===== src/json_key_value_extractor_top_macros.svh =====
// Assertion helpers shared by the RTL.
`ifndef JSON_KEY_VALUE_EXTRACTOR_TOP_MACROS_SVH
`define JSON_KEY_VALUE_EXTRACTOR_TOP_MACROS_SVH

// Same-cycle implication, disabled while reset is asserted.
`define JKVE_ASSERT_NOW(label, clk, rstn, ante, cons, msg) \
    label: assert property (@(posedge clk) disable iff (!(rstn)) (ante) |-> (cons)) \
        else $error(msg);

// Next-cycle implication, disabled while reset is asserted.
`define JKVE_ASSERT_NEXT(label, clk, rstn, ante, cons, msg) \
    label: assert property (@(posedge clk) disable iff (!(rstn)) (ante) |=> (cons)) \
        else $error(msg);

`endif


===== src/jkve_pkg.sv =====
package jkve_pkg;

    localparam int MAX_KEY_CHARS = 16;
    localparam int WIN_DEPTH     = MAX_KEY_CHARS + 1;
    localparam int KEY_LEN_W     = 5;
    localparam int CNT_W         = 5;
    localparam int NUM_W         = 64;
    localparam int CFG_DATA_W    = 64;
    localparam int CFG_IDX_W     = 2;
    localparam int FIFO_DEPTH    = 4;
    localparam int PTR_W         = 2;
    localparam int FCNT_W        = 3;

    // register indexes
    localparam logic [CFG_IDX_W-1:0] REG_KEY_LOW  = 2'd0;
    localparam logic [CFG_IDX_W-1:0] REG_KEY_HIGH = 2'd1;
    localparam logic [CFG_IDX_W-1:0] REG_KEY_LEN  = 2'd2;
    localparam logic [CFG_IDX_W-1:0] REG_MODE     = 2'd3;

    // value modes
    localparam logic [1:0] MODE_STRING = 2'd0;
    localparam logic [1:0] MODE_SCALAR = 2'd1;
    localparam logic [1:0] MODE_BOOL   = 2'd2;
    localparam logic [1:0] MODE_NUMBER = 2'd3;

    localparam logic [7:0] CH_QUOTE  = 8'h22;
    localparam logic [7:0] CH_COLON  = 8'h3A;
    localparam logic [7:0] CH_COMMA  = 8'h2C;
    localparam logic [7:0] CH_RBRACE = 8'h7D;
    localparam logic [7:0] CH_RBRACK = 8'h5D;
    localparam logic [7:0] CH_SPACE  = 8'h20;
    localparam logic [7:0] CH_TAB    = 8'h09;
    localparam logic [7:0] CH_CR     = 8'h0D;
    localparam logic [7:0] CH_LF     = 8'h0A;
    localparam logic [7:0] CH_ZERO   = 8'h30;
    localparam logic [7:0] CH_NINE   = 8'h39;

    localparam logic [7:0] TRUE_WORD  [4] = '{8'h74, 8'h72, 8'h75, 8'h65};
    localparam logic [7:0] FALSE_WORD [5] = '{8'h66, 8'h61, 8'h6C, 8'h73, 8'h65};

    typedef enum logic [3:0] {
        ST_OK         = 4'd0,
        ST_KEY_ABSENT = 4'd1,
        ST_NO_VALUE   = 4'd2,
        ST_NOT_STRING = 4'd3,
        ST_UNTERM     = 4'd4,
        ST_EMPTY      = 4'd5,
        ST_NOT_BOOL   = 4'd6,
        ST_NOT_NUMBER = 4'd7,
        ST_OVERFLOW   = 4'd8
    } status_t;

    typedef enum logic [5:0] {
        PH_SEARCH = 6'b000001,
        PH_COLON  = 6'b000010,
        PH_AFTER  = 6'b000100,
        PH_QUOTED = 6'b001000,
        PH_BARE   = 6'b010000,
        PH_DONE   = 6'b100000
    } phase_t;

    typedef struct packed {
        logic             kind;
        logic [7:0]       value_byte;
        status_t          status;
        logic             bool_value;
        logic [NUM_W-1:0] number_value;
    } result_t;

    function automatic logic is_ws(input logic [7:0] c);
        return (c == CH_SPACE) || (c == CH_TAB) || (c == CH_CR) || (c == CH_LF);
    endfunction

    function automatic logic is_term(input logic [7:0] c);
        return (c == CH_COMMA) || (c == CH_RBRACE) || (c == CH_RBRACK) || is_ws(c);
    endfunction

    function automatic status_t judge(
        input logic [1:0]       mode,
        input logic             wm_true,
        input logic             wm_false,
        input logic [CNT_W-1:0] vlen,
        input logic             has_digit,
        input logic             ovf
    );
        status_t st;
        st = ST_OK;
        if (mode == MODE_BOOL) begin
            if (!((wm_true && vlen == CNT_W'(4)) || (wm_false && vlen == CNT_W'(5)))) begin
                st = ST_NOT_BOOL;
            end
        end else if (mode == MODE_NUMBER) begin
            if (!has_digit) begin
                st = ST_NOT_NUMBER;
            end else if (ovf) begin
                st = ST_OVERFLOW;
            end
        end
        return st;
    endfunction

endpackage


===== src/json_key_value_extractor_top.sv =====
// JSON key/value extractor.
// Input channel (s_valid/s_ready): one text byte per item, s_end_of_text on the
// last byte of each text. Result channel (m_valid/m_ready): value byte items
// (m_result_kind 0) streamed as the value arrives, and one status item
// (m_result_kind 1, m_last 1) after the last byte of every text.
// Configuration (cfg_we/cfg_index/cfg_data) loads the key, its length and the
// value mode; write only while no text is in flight.
// Each byte is handled in the cycle it is accepted: window compare, phase
// update and the decimal accumulate (x10 + digit) all settle combinationally,
// so one byte per cycle is sustained while s_ready is high. Results are
// registered into a 4-entry output queue and show on m_* behind earlier items.
// s_ready stays high while at least two queue slots are free; a stalled
// receiver fills the queue and then holds s_ready low until items drain.
// Reset (aresetn low, synchronous) empties the queue, restores the default
// configuration and starts a new text in the key search phase.
`include "json_key_value_extractor_top_macros.svh"

module json_key_value_extractor_top (
    input  logic                           aclk,
    input  logic                           aresetn,
    input  logic                           s_valid,
    output logic                           s_ready,
    input  logic [7:0]                     s_text_byte,
    input  logic                           s_end_of_text,
    output logic                           m_valid,
    input  logic                           m_ready,
    output logic                           m_result_kind,
    output logic [7:0]                     m_value_byte,
    output logic [3:0]                     m_status,
    output logic                           m_bool_value,
    output logic [jkve_pkg::NUM_W-1:0]     m_number_value,
    output logic                           m_last,
    input  logic                           cfg_we,
    input  logic [jkve_pkg::CFG_IDX_W-1:0] cfg_index,
    input  logic [jkve_pkg::CFG_DATA_W-1:0] cfg_data
);
    import jkve_pkg::*;

    // configuration
    logic [63:0]          key_low_reg;
    logic [63:0]          key_high_reg;
    logic [KEY_LEN_W-1:0] key_len_reg;
    logic [1:0]           mode_reg;

    // per-text state
    logic [7:0]       win_reg [WIN_DEPTH];
    logic [CNT_W-1:0] bytes_seen_reg, bytes_seen_next;
    phase_t           phase_reg, phase_next;
    logic [CNT_W-1:0] vlen_reg, vlen_next;
    logic [NUM_W-1:0] acc_reg, acc_next;
    logic             digit_reg, digit_next;
    logic             ended_reg, ended_next;
    logic             ovf_reg, ovf_next;
    logic             wm_true_reg, wm_true_next;
    logic             wm_false_reg, wm_false_next;
    status_t          pend_reg, pend_next;

    // output queue
    result_t           fifo_mem [FIFO_DEPTH];
    logic [PTR_W-1:0]  wr_ptr_reg, rd_ptr_reg;
    logic [FCNT_W-1:0] fcnt_reg, fcnt_next;

    logic                 s_fire, m_fire;
    logic [127:0]         key_vec;
    logic [KEY_LEN_W-1:0] len_eff;
    logic [WIN_DEPTH-1:0] cand;
    logic                 token_hit;
    logic                 do_absorb, finish;
    logic [NUM_W+3:0]     mac;
    status_t              eot_status;
    result_t              byte_res, stat_res;
    logic [1:0]           push_cnt;

    assign s_fire  = s_valid && s_ready;
    assign m_fire  = m_valid && m_ready;
    assign key_vec = {key_high_reg, key_low_reg};
    assign len_eff = (key_len_reg > KEY_LEN_W'(MAX_KEY_CHARS)) ?
                     KEY_LEN_W'(MAX_KEY_CHARS) : key_len_reg;

    // quoted key ending at the current byte, one candidate per key length
    always_comb begin
        for (int l = 0; l < WIN_DEPTH; l++) begin
            cand[l] = (win_reg[l] == CH_QUOTE);
            for (int i = 0; i < l; i++) begin
                cand[l] = cand[l] && (key_vec[8*i +: 8] == win_reg[l-1-i]);
            end
        end
    end

    assign token_hit = (s_text_byte == CH_QUOTE) &&
                       ({1'b0, bytes_seen_reg} >= ({1'b0, len_eff} + 6'd1)) &&
                       cand[len_eff];

    // acc * 10 + digit, carry-out above bit 63 flags overflow
    assign mac = {1'b0, acc_reg, 3'b000} + {3'b000, acc_reg, 1'b0} +
                 {64'd0, s_text_byte[3:0]};

    always_comb begin
        phase_next      = phase_reg;
        bytes_seen_next = bytes_seen_reg;
        vlen_next       = vlen_reg;
        acc_next        = acc_reg;
        digit_next      = digit_reg;
        ended_next      = ended_reg;
        ovf_next        = ovf_reg;
        wm_true_next    = wm_true_reg;
        wm_false_next   = wm_false_reg;
        pend_next       = pend_reg;
        do_absorb       = 1'b0;
        finish          = 1'b0;

        unique case (phase_reg)
            PH_SEARCH: begin
                if (token_hit) begin
                    phase_next = PH_COLON;
                end
                if (bytes_seen_reg != {CNT_W{1'b1}}) begin
                    bytes_seen_next = bytes_seen_reg + 1'b1;
                end
            end
            PH_COLON: begin
                if (s_text_byte == CH_COLON) begin
                    phase_next = PH_AFTER;
                end else if (!is_ws(s_text_byte)) begin
                    pend_next  = ST_NO_VALUE;
                    phase_next = PH_DONE;
                end
            end
            PH_AFTER: begin
                if (!is_ws(s_text_byte)) begin
                    if (s_text_byte == CH_QUOTE) begin
                        phase_next = PH_QUOTED;
                    end else if (mode_reg == MODE_STRING) begin
                        pend_next  = ST_NOT_STRING;
                        phase_next = PH_DONE;
                    end else if (is_term(s_text_byte)) begin
                        pend_next  = ST_EMPTY;
                        phase_next = PH_DONE;
                    end else begin
                        phase_next = PH_BARE;
                        do_absorb  = 1'b1;
                    end
                end
            end
            PH_QUOTED: begin
                if (s_text_byte == CH_QUOTE) begin
                    finish = 1'b1;
                end else begin
                    do_absorb = 1'b1;
                end
            end
            PH_BARE: begin
                if (is_term(s_text_byte)) begin
                    finish = 1'b1;
                end else begin
                    do_absorb = 1'b1;
                end
            end
            PH_DONE: begin
            end
            default: begin
            end
        endcase

        if (do_absorb) begin
            if (vlen_reg >= CNT_W'(4) || TRUE_WORD[vlen_reg[1:0]] != s_text_byte) begin
                wm_true_next = 1'b0;
            end
            if (vlen_reg >= CNT_W'(5) || FALSE_WORD[vlen_reg[2:0]] != s_text_byte) begin
                wm_false_next = 1'b0;
            end
            if (vlen_reg != {CNT_W{1'b1}}) begin
                vlen_next = vlen_reg + 1'b1;
            end
            if (!ended_reg) begin
                if (s_text_byte >= CH_ZERO && s_text_byte <= CH_NINE) begin
                    digit_next = 1'b1;
                    if (!ovf_reg) begin
                        if (|mac[NUM_W+3:NUM_W]) begin
                            ovf_next = 1'b1;
                        end else begin
                            acc_next = mac[NUM_W-1:0];
                        end
                    end
                end else begin
                    ended_next = 1'b1;
                end
            end
        end

        if (finish) begin
            pend_next  = judge(mode_reg, wm_true_next, wm_false_next, vlen_next,
                               digit_next, ovf_next);
            phase_next = PH_DONE;
        end

        unique case (phase_next)
            PH_SEARCH: eot_status = ST_KEY_ABSENT;
            PH_COLON,
            PH_AFTER:  eot_status = ST_NO_VALUE;
            PH_QUOTED: eot_status = ST_UNTERM;
            PH_BARE:   eot_status = judge(mode_reg, wm_true_next, wm_false_next, vlen_next,
                                          digit_next, ovf_next);
            default:   eot_status = pend_next;
        endcase
    end

    always_comb begin
        byte_res              = '0;
        byte_res.kind         = 1'b0;
        byte_res.value_byte   = s_text_byte;
        byte_res.status       = ST_OK;

        stat_res              = '0;
        stat_res.kind         = 1'b1;
        stat_res.status       = eot_status;
        stat_res.bool_value   = (eot_status == ST_OK) && (mode_reg == MODE_BOOL) &&
                                wm_true_next && (vlen_next == CNT_W'(4));
        stat_res.number_value = ((eot_status == ST_OK) && (mode_reg == MODE_NUMBER)) ?
                                acc_next : '0;
    end

    assign push_cnt = s_fire ? ({1'b0, do_absorb} + {1'b0, s_end_of_text}) : 2'd0;
    assign fcnt_next = fcnt_reg + FCNT_W'(push_cnt) - FCNT_W'(m_fire);

    // configuration writes
    always_ff @(posedge aclk) begin
        if (!aresetn) begin
            key_low_reg  <= '0;
            key_high_reg <= '0;
            key_len_reg  <= KEY_LEN_W'(1);
            mode_reg     <= MODE_STRING;
        end else if (cfg_we) begin
            unique case (cfg_index)
                REG_KEY_LOW:  key_low_reg  <= cfg_data;
                REG_KEY_HIGH: key_high_reg <= cfg_data;
                REG_KEY_LEN:  key_len_reg  <= cfg_data[KEY_LEN_W-1:0];
                REG_MODE:     mode_reg     <= cfg_data[1:0];
                default:      ;
            endcase
        end
    end

    // search window; only entries below bytes_seen are ever compared
    always_ff @(posedge aclk) begin
        if (s_fire && phase_reg == PH_SEARCH) begin
            win_reg[0] <= s_text_byte;
            for (int k = 1; k < WIN_DEPTH; k++) begin
                win_reg[k] <= win_reg[k-1];
            end
        end
    end

    always_ff @(posedge aclk) begin
        if (!aresetn || (s_fire && s_end_of_text)) begin
            phase_reg      <= PH_SEARCH;
            bytes_seen_reg <= '0;
            vlen_reg       <= '0;
            acc_reg        <= '0;
            digit_reg      <= 1'b0;
            ended_reg      <= 1'b0;
            ovf_reg        <= 1'b0;
            wm_true_reg    <= 1'b1;
            wm_false_reg   <= 1'b1;
            pend_reg       <= ST_KEY_ABSENT;
        end else if (s_fire) begin
            phase_reg      <= phase_next;
            bytes_seen_reg <= bytes_seen_next;
            vlen_reg       <= vlen_next;
            acc_reg        <= acc_next;
            digit_reg      <= digit_next;
            ended_reg      <= ended_next;
            ovf_reg        <= ovf_next;
            wm_true_reg    <= wm_true_next;
            wm_false_reg   <= wm_false_next;
            pend_reg       <= pend_next;
        end
    end

    // output queue: up to two pushes per item (value byte, then status)
    always_ff @(posedge aclk) begin
        if (s_fire) begin
            if (do_absorb) begin
                fifo_mem[wr_ptr_reg] <= byte_res;
                if (s_end_of_text) begin
                    fifo_mem[PTR_W'(wr_ptr_reg + 1'b1)] <= stat_res;
                end
            end else if (s_end_of_text) begin
                fifo_mem[wr_ptr_reg] <= stat_res;
            end
        end
    end

    always_ff @(posedge aclk) begin
        if (!aresetn) begin
            wr_ptr_reg <= '0;
            rd_ptr_reg <= '0;
            fcnt_reg   <= '0;
        end else begin
            wr_ptr_reg <= wr_ptr_reg + push_cnt;
            if (m_fire) begin
                rd_ptr_reg <= rd_ptr_reg + 1'b1;
            end
            fcnt_reg <= fcnt_next;
        end
    end

    assign s_ready        = (fcnt_reg <= FCNT_W'(FIFO_DEPTH - 2));
    assign m_valid        = (fcnt_reg != '0);
    assign m_result_kind  = fifo_mem[rd_ptr_reg].kind;
    assign m_value_byte   = fifo_mem[rd_ptr_reg].value_byte;
    assign m_status       = fifo_mem[rd_ptr_reg].status;
    assign m_bool_value   = fifo_mem[rd_ptr_reg].bool_value;
    assign m_number_value = fifo_mem[rd_ptr_reg].number_value;
    assign m_last         = fifo_mem[rd_ptr_reg].kind;

    `JKVE_ASSERT_NOW(a_fifo_bound, aclk, aresetn, 1'b1, fcnt_reg <= FCNT_W'(FIFO_DEPTH), "output queue overrun")
    `JKVE_ASSERT_NEXT(a_eot_restart, aclk, aresetn, s_fire && s_end_of_text, phase_reg == PH_SEARCH && bytes_seen_reg == '0, "text state not cleared after last byte")
    `JKVE_ASSERT_NEXT(a_eot_status, aclk, aresetn, s_fire && s_end_of_text, m_valid, "no status item queued after last byte")
    `JKVE_ASSERT_NOW(a_byte_phase, aclk, aresetn, s_fire && do_absorb, phase_next == PH_QUOTED || phase_next == PH_BARE, "value byte emitted outside a value")

endmodule


===== config.mk =====
export PLATFORM = sky130hd
export DESIGN_NAME = json_key_value_extractor_top
export DESIGN_NICKNAME = d
export VERILOG_FILES = /design/src/jkve_pkg.sv /design/src/json_key_value_extractor_top.sv
export VERILOG_INCLUDE_DIRS = /design/src /design/src/src
export SDC_FILE = /design/constraint.sdc
export NUM_CORES = 2
export LEC_CHECK = 0
export BUFFER_PORTS_ARGS = -buffer_cell sky130_fd_sc_hd__buf_4
export CORE_MARGIN = 1.5
export CORE_UTILIZATION = 50
export CTS_BUF_LIST = sky130_fd_sc_hd__clkbuf_2 sky130_fd_sc_hd__clkbuf_4 sky130_fd_sc_hd__clkbuf_8
export CTS_CLUSTER_DIAMETER = 40
export DETAILED_ROUTE_END_ITERATION = 8
export PLACE_DENSITY_LB_ADDON = 0.25
export SETUP_SLACK_MARGIN = 0.02
export SLEW_MARGIN = 20
export SYNTH_ARGS = -nofsm -noshare
export SYNTH_HDL_FRONTEND = slang
export SYNTH_SLANG_ARGS = --single-unit

===== constraint.sdc =====
create_clock -name aclk -period 9.4 [get_ports aclk]
set_clock_uncertainty 0.1 [all_clocks]
set_input_delay 0.94 -clock aclk [delete_from_list [all_inputs] [get_ports aclk]]
set_output_delay 0.94 -clock aclk [all_outputs]
set_load 0.01 [all_outputs]

==> impl_metrics.yaml <==
cts:
  cts_buffer_depth: 3
  cts_tree: "yes"
  clk_latency_ps: 880
  clock_sinks: 681
  clk_pin_slew_ps: 60
  cts_hold_buf: 0
  cts_buffers: 137
  cts-resized-gates: 0
  cts_setup_buffers: 0
  cts.root.buffer_cell: "clkbuf_8"
  htree_levels: 4
floorplan:
  core-area_um2: 93000
  die_area_um2: 95500
  die_height_um: 309
  io_pins: 161
  start_util_pct: 50.3
  die_w_um: 309
  rows: 112
pwr:
  p_per_area_nw_per_um2: 225
  leakagePower_uw: 0.0179
  ir_drop_mv: 0.298
  finalPower_uw: 11800
global_routing:
  grt_pass1_wl_um: 298000
  overflow: 0
  grt_max_degree: 156
  grt_pass1_vias: 38900
  grt_antenna_before_repair: 21
  track_usage_pct: 44.5
drt:
  ant_nets: 0
  dr_total_vias: 41400
  drt-pass1-iter-count: 7
  drt_iter0_drc: 6206
  avgViaCountPerCell: 6.62
  wirelength_um: 215000
  wl_per_cell_um: 34.3
  post-route-drc-count: 0
place:
  dp_hpwl_um: 143000
  portBuffers: 160
  place.gp.congestion: 1.11
  dp_cells: 6011
cells_and_area:
  largest_register_ffs: 312
  syn_to_final_growth_pct: 11.6
  final_util_pct: 56.2
  stdcell_count: 6265
  final_nets: 5126
  layout-drive-gt1-share_pct: 16.2
critical_path:
  r2r_start: "key_high_reg[10]"
  crit_type: "reg -> reg"
  crit_path_end_kind: "flop"
  critPathRequiredTime_ps: 9940
  path_max_fanout: 155
  startpoint_type: "flop"
  crit_arrival_ps: 7310
  cp-startpoint: "key_high_reg[10]"
logic_synthesis:
  ys_top_cells_by_count: "xnor2_1 (728), nand2_1 (509), edfxtp_1 (412), xor2_1 (349), clkbuf_1 (275)"
  ys_ff_latch: 681
  netlist_instances: 4880
  synth_area_leaders: "edfxtp_1 (26%), xnor2_1 (14%), dfxtp_1 (11%), xor2_1 (6.5%), nand2_1 (4.1%)"
  synth.yosys.seq_area_share_pct: 37.9
  ys_types: 94
  yosysTopAreaCell: "edfxtp_1"
  postSynthAreaPerCell_um2: 9.60
  synth_flop_cell: "edfxtp_1"
  syn_area_um2: 46800
  yosysMostFrequentCell: "xnor2_1"
  synth_top_area_share_pct: 26.4
  ys_async_sr_fraction_pct: 0
  synth-edff-count: 412
  ys_warn_count: 0
  syn_nets: 5110
run_status:
  status: "complete, no violations"
job:
  cap_violations: 0
sta:
  tightest_slew_ps: 1410
  maxSlewViolCount: 0
  relSlewSlack_pct: 5.30
  hold_viol: 0
  final-setup-viol-count: 0
  tns_ps: 0
  holdWs_ps: 234
  fmax_mhz: 148
  rsz0062_at_grt: "no"
  fin_crit_sh_pct: 72.0
  min_period_ps: 6770
hold_path:
  min_path_type: "in -> reg"
  hp-start: "cfg_data[32]"
-- report_power, final --
part / internal (uW) / switching, uW
Sequential: 3610 / 592
Combinational: 1540 / 2620
Clock: 2000 / 1420
Total: 7150 / 4630
-- metal layers --
layer	up-vias	routed length, um	track usage, %
met2	3048	86400	62.0
met4	39	15400	25.1
met5	-	391	0.859
li1	17300	-	-
met3	993	30300	20.4
met1	20100	82700	56.6
-- worst max-delay path: stages (launching register included) --
cell,delay [ps]
dfxtp_1,860
xor2_1,140
nor4_1,1090
nand4_1,220
nor4_1,760
a221oi_1,270
o41ai_2,560
nand4_1,280
a311oi_4,490
or4_1,230
nand3_4,460
buf_12,450
nor3_1,350
-- layout by cell type, fill, tap and decap left out, types with 12 or more instances in the layout --
master     count
a211oi_1      20
a21boi_0     130
a21o_1        43
a21oi_1      189
and2_1        23
buf_4        358
clkbuf_4      57
clkbuf_8     148
dfxtp_1      248
dfxtp_2       19
edfxtp_1     412
ha_1         147
inv_1         90
mux2i_1       76
mux4_2        78
nand2_1      506
nand2b_1      53
nand3_1       41
nand4_1      222
nor2_1       179
nor2b_1       35
nor3_1       229
nor3_2        64
nor4_1       144
nor4b_1       25
o2111ai_1     15
o21a_1        16
o21ai_0       64
o21bai_1      12
o22ai_1       23
xnor2_1      728
xor2_1       349
-- stage by stage --
step | setup WS [ps] | cell area, um2
after CTS | 3090 | 52200
final | 2630 | 52200
after detailed placement | 2780 | 49200
after global placement | 2870 | 49100
after floorplan | 1780 | 46800
after global routing | 2760 | 52200
-- cell type report --
| class | instances | area (um2) |
|---|---|---|
| repair buffers | 363 | 2790 |
| clock buffers | 205 | 2460 |
| multi-input cells | 3620 | 26700 |
| diodes | 3 | 7.51 |
| inverters | 93 | 349 |
| clock inverters | 46 | 604 |
| well taps | 1254 | 1570 |
| flip-flops and latches | 681 | 17800 |
| fillers | 8388 | 40800 |
-- cells by family after synthesis --
logic type	share of synthesized area [%]
xor+xnor	20.1
buf+inv	5.35
fa+ha+maj	4.06
mux	5.45
simple gates	18.0
compound gates	9.09
flops	37.9
-- final timing paths --
| kind | to | slack, ps | cells past startpoint |
|---|---|---|---|
| setup / recovery | fifo_mem[1][49] | 2630 | 12 |
| hold / removal | key_low_reg[32] | 230 | 3 |
| setup reg to reg | fifo_mem[1][49] | 2630 | 12 |
| hold reg to reg | fifo_mem[2][77] | 340 | 2 |
Note: power is estimated with default switching activity, not from simulation.
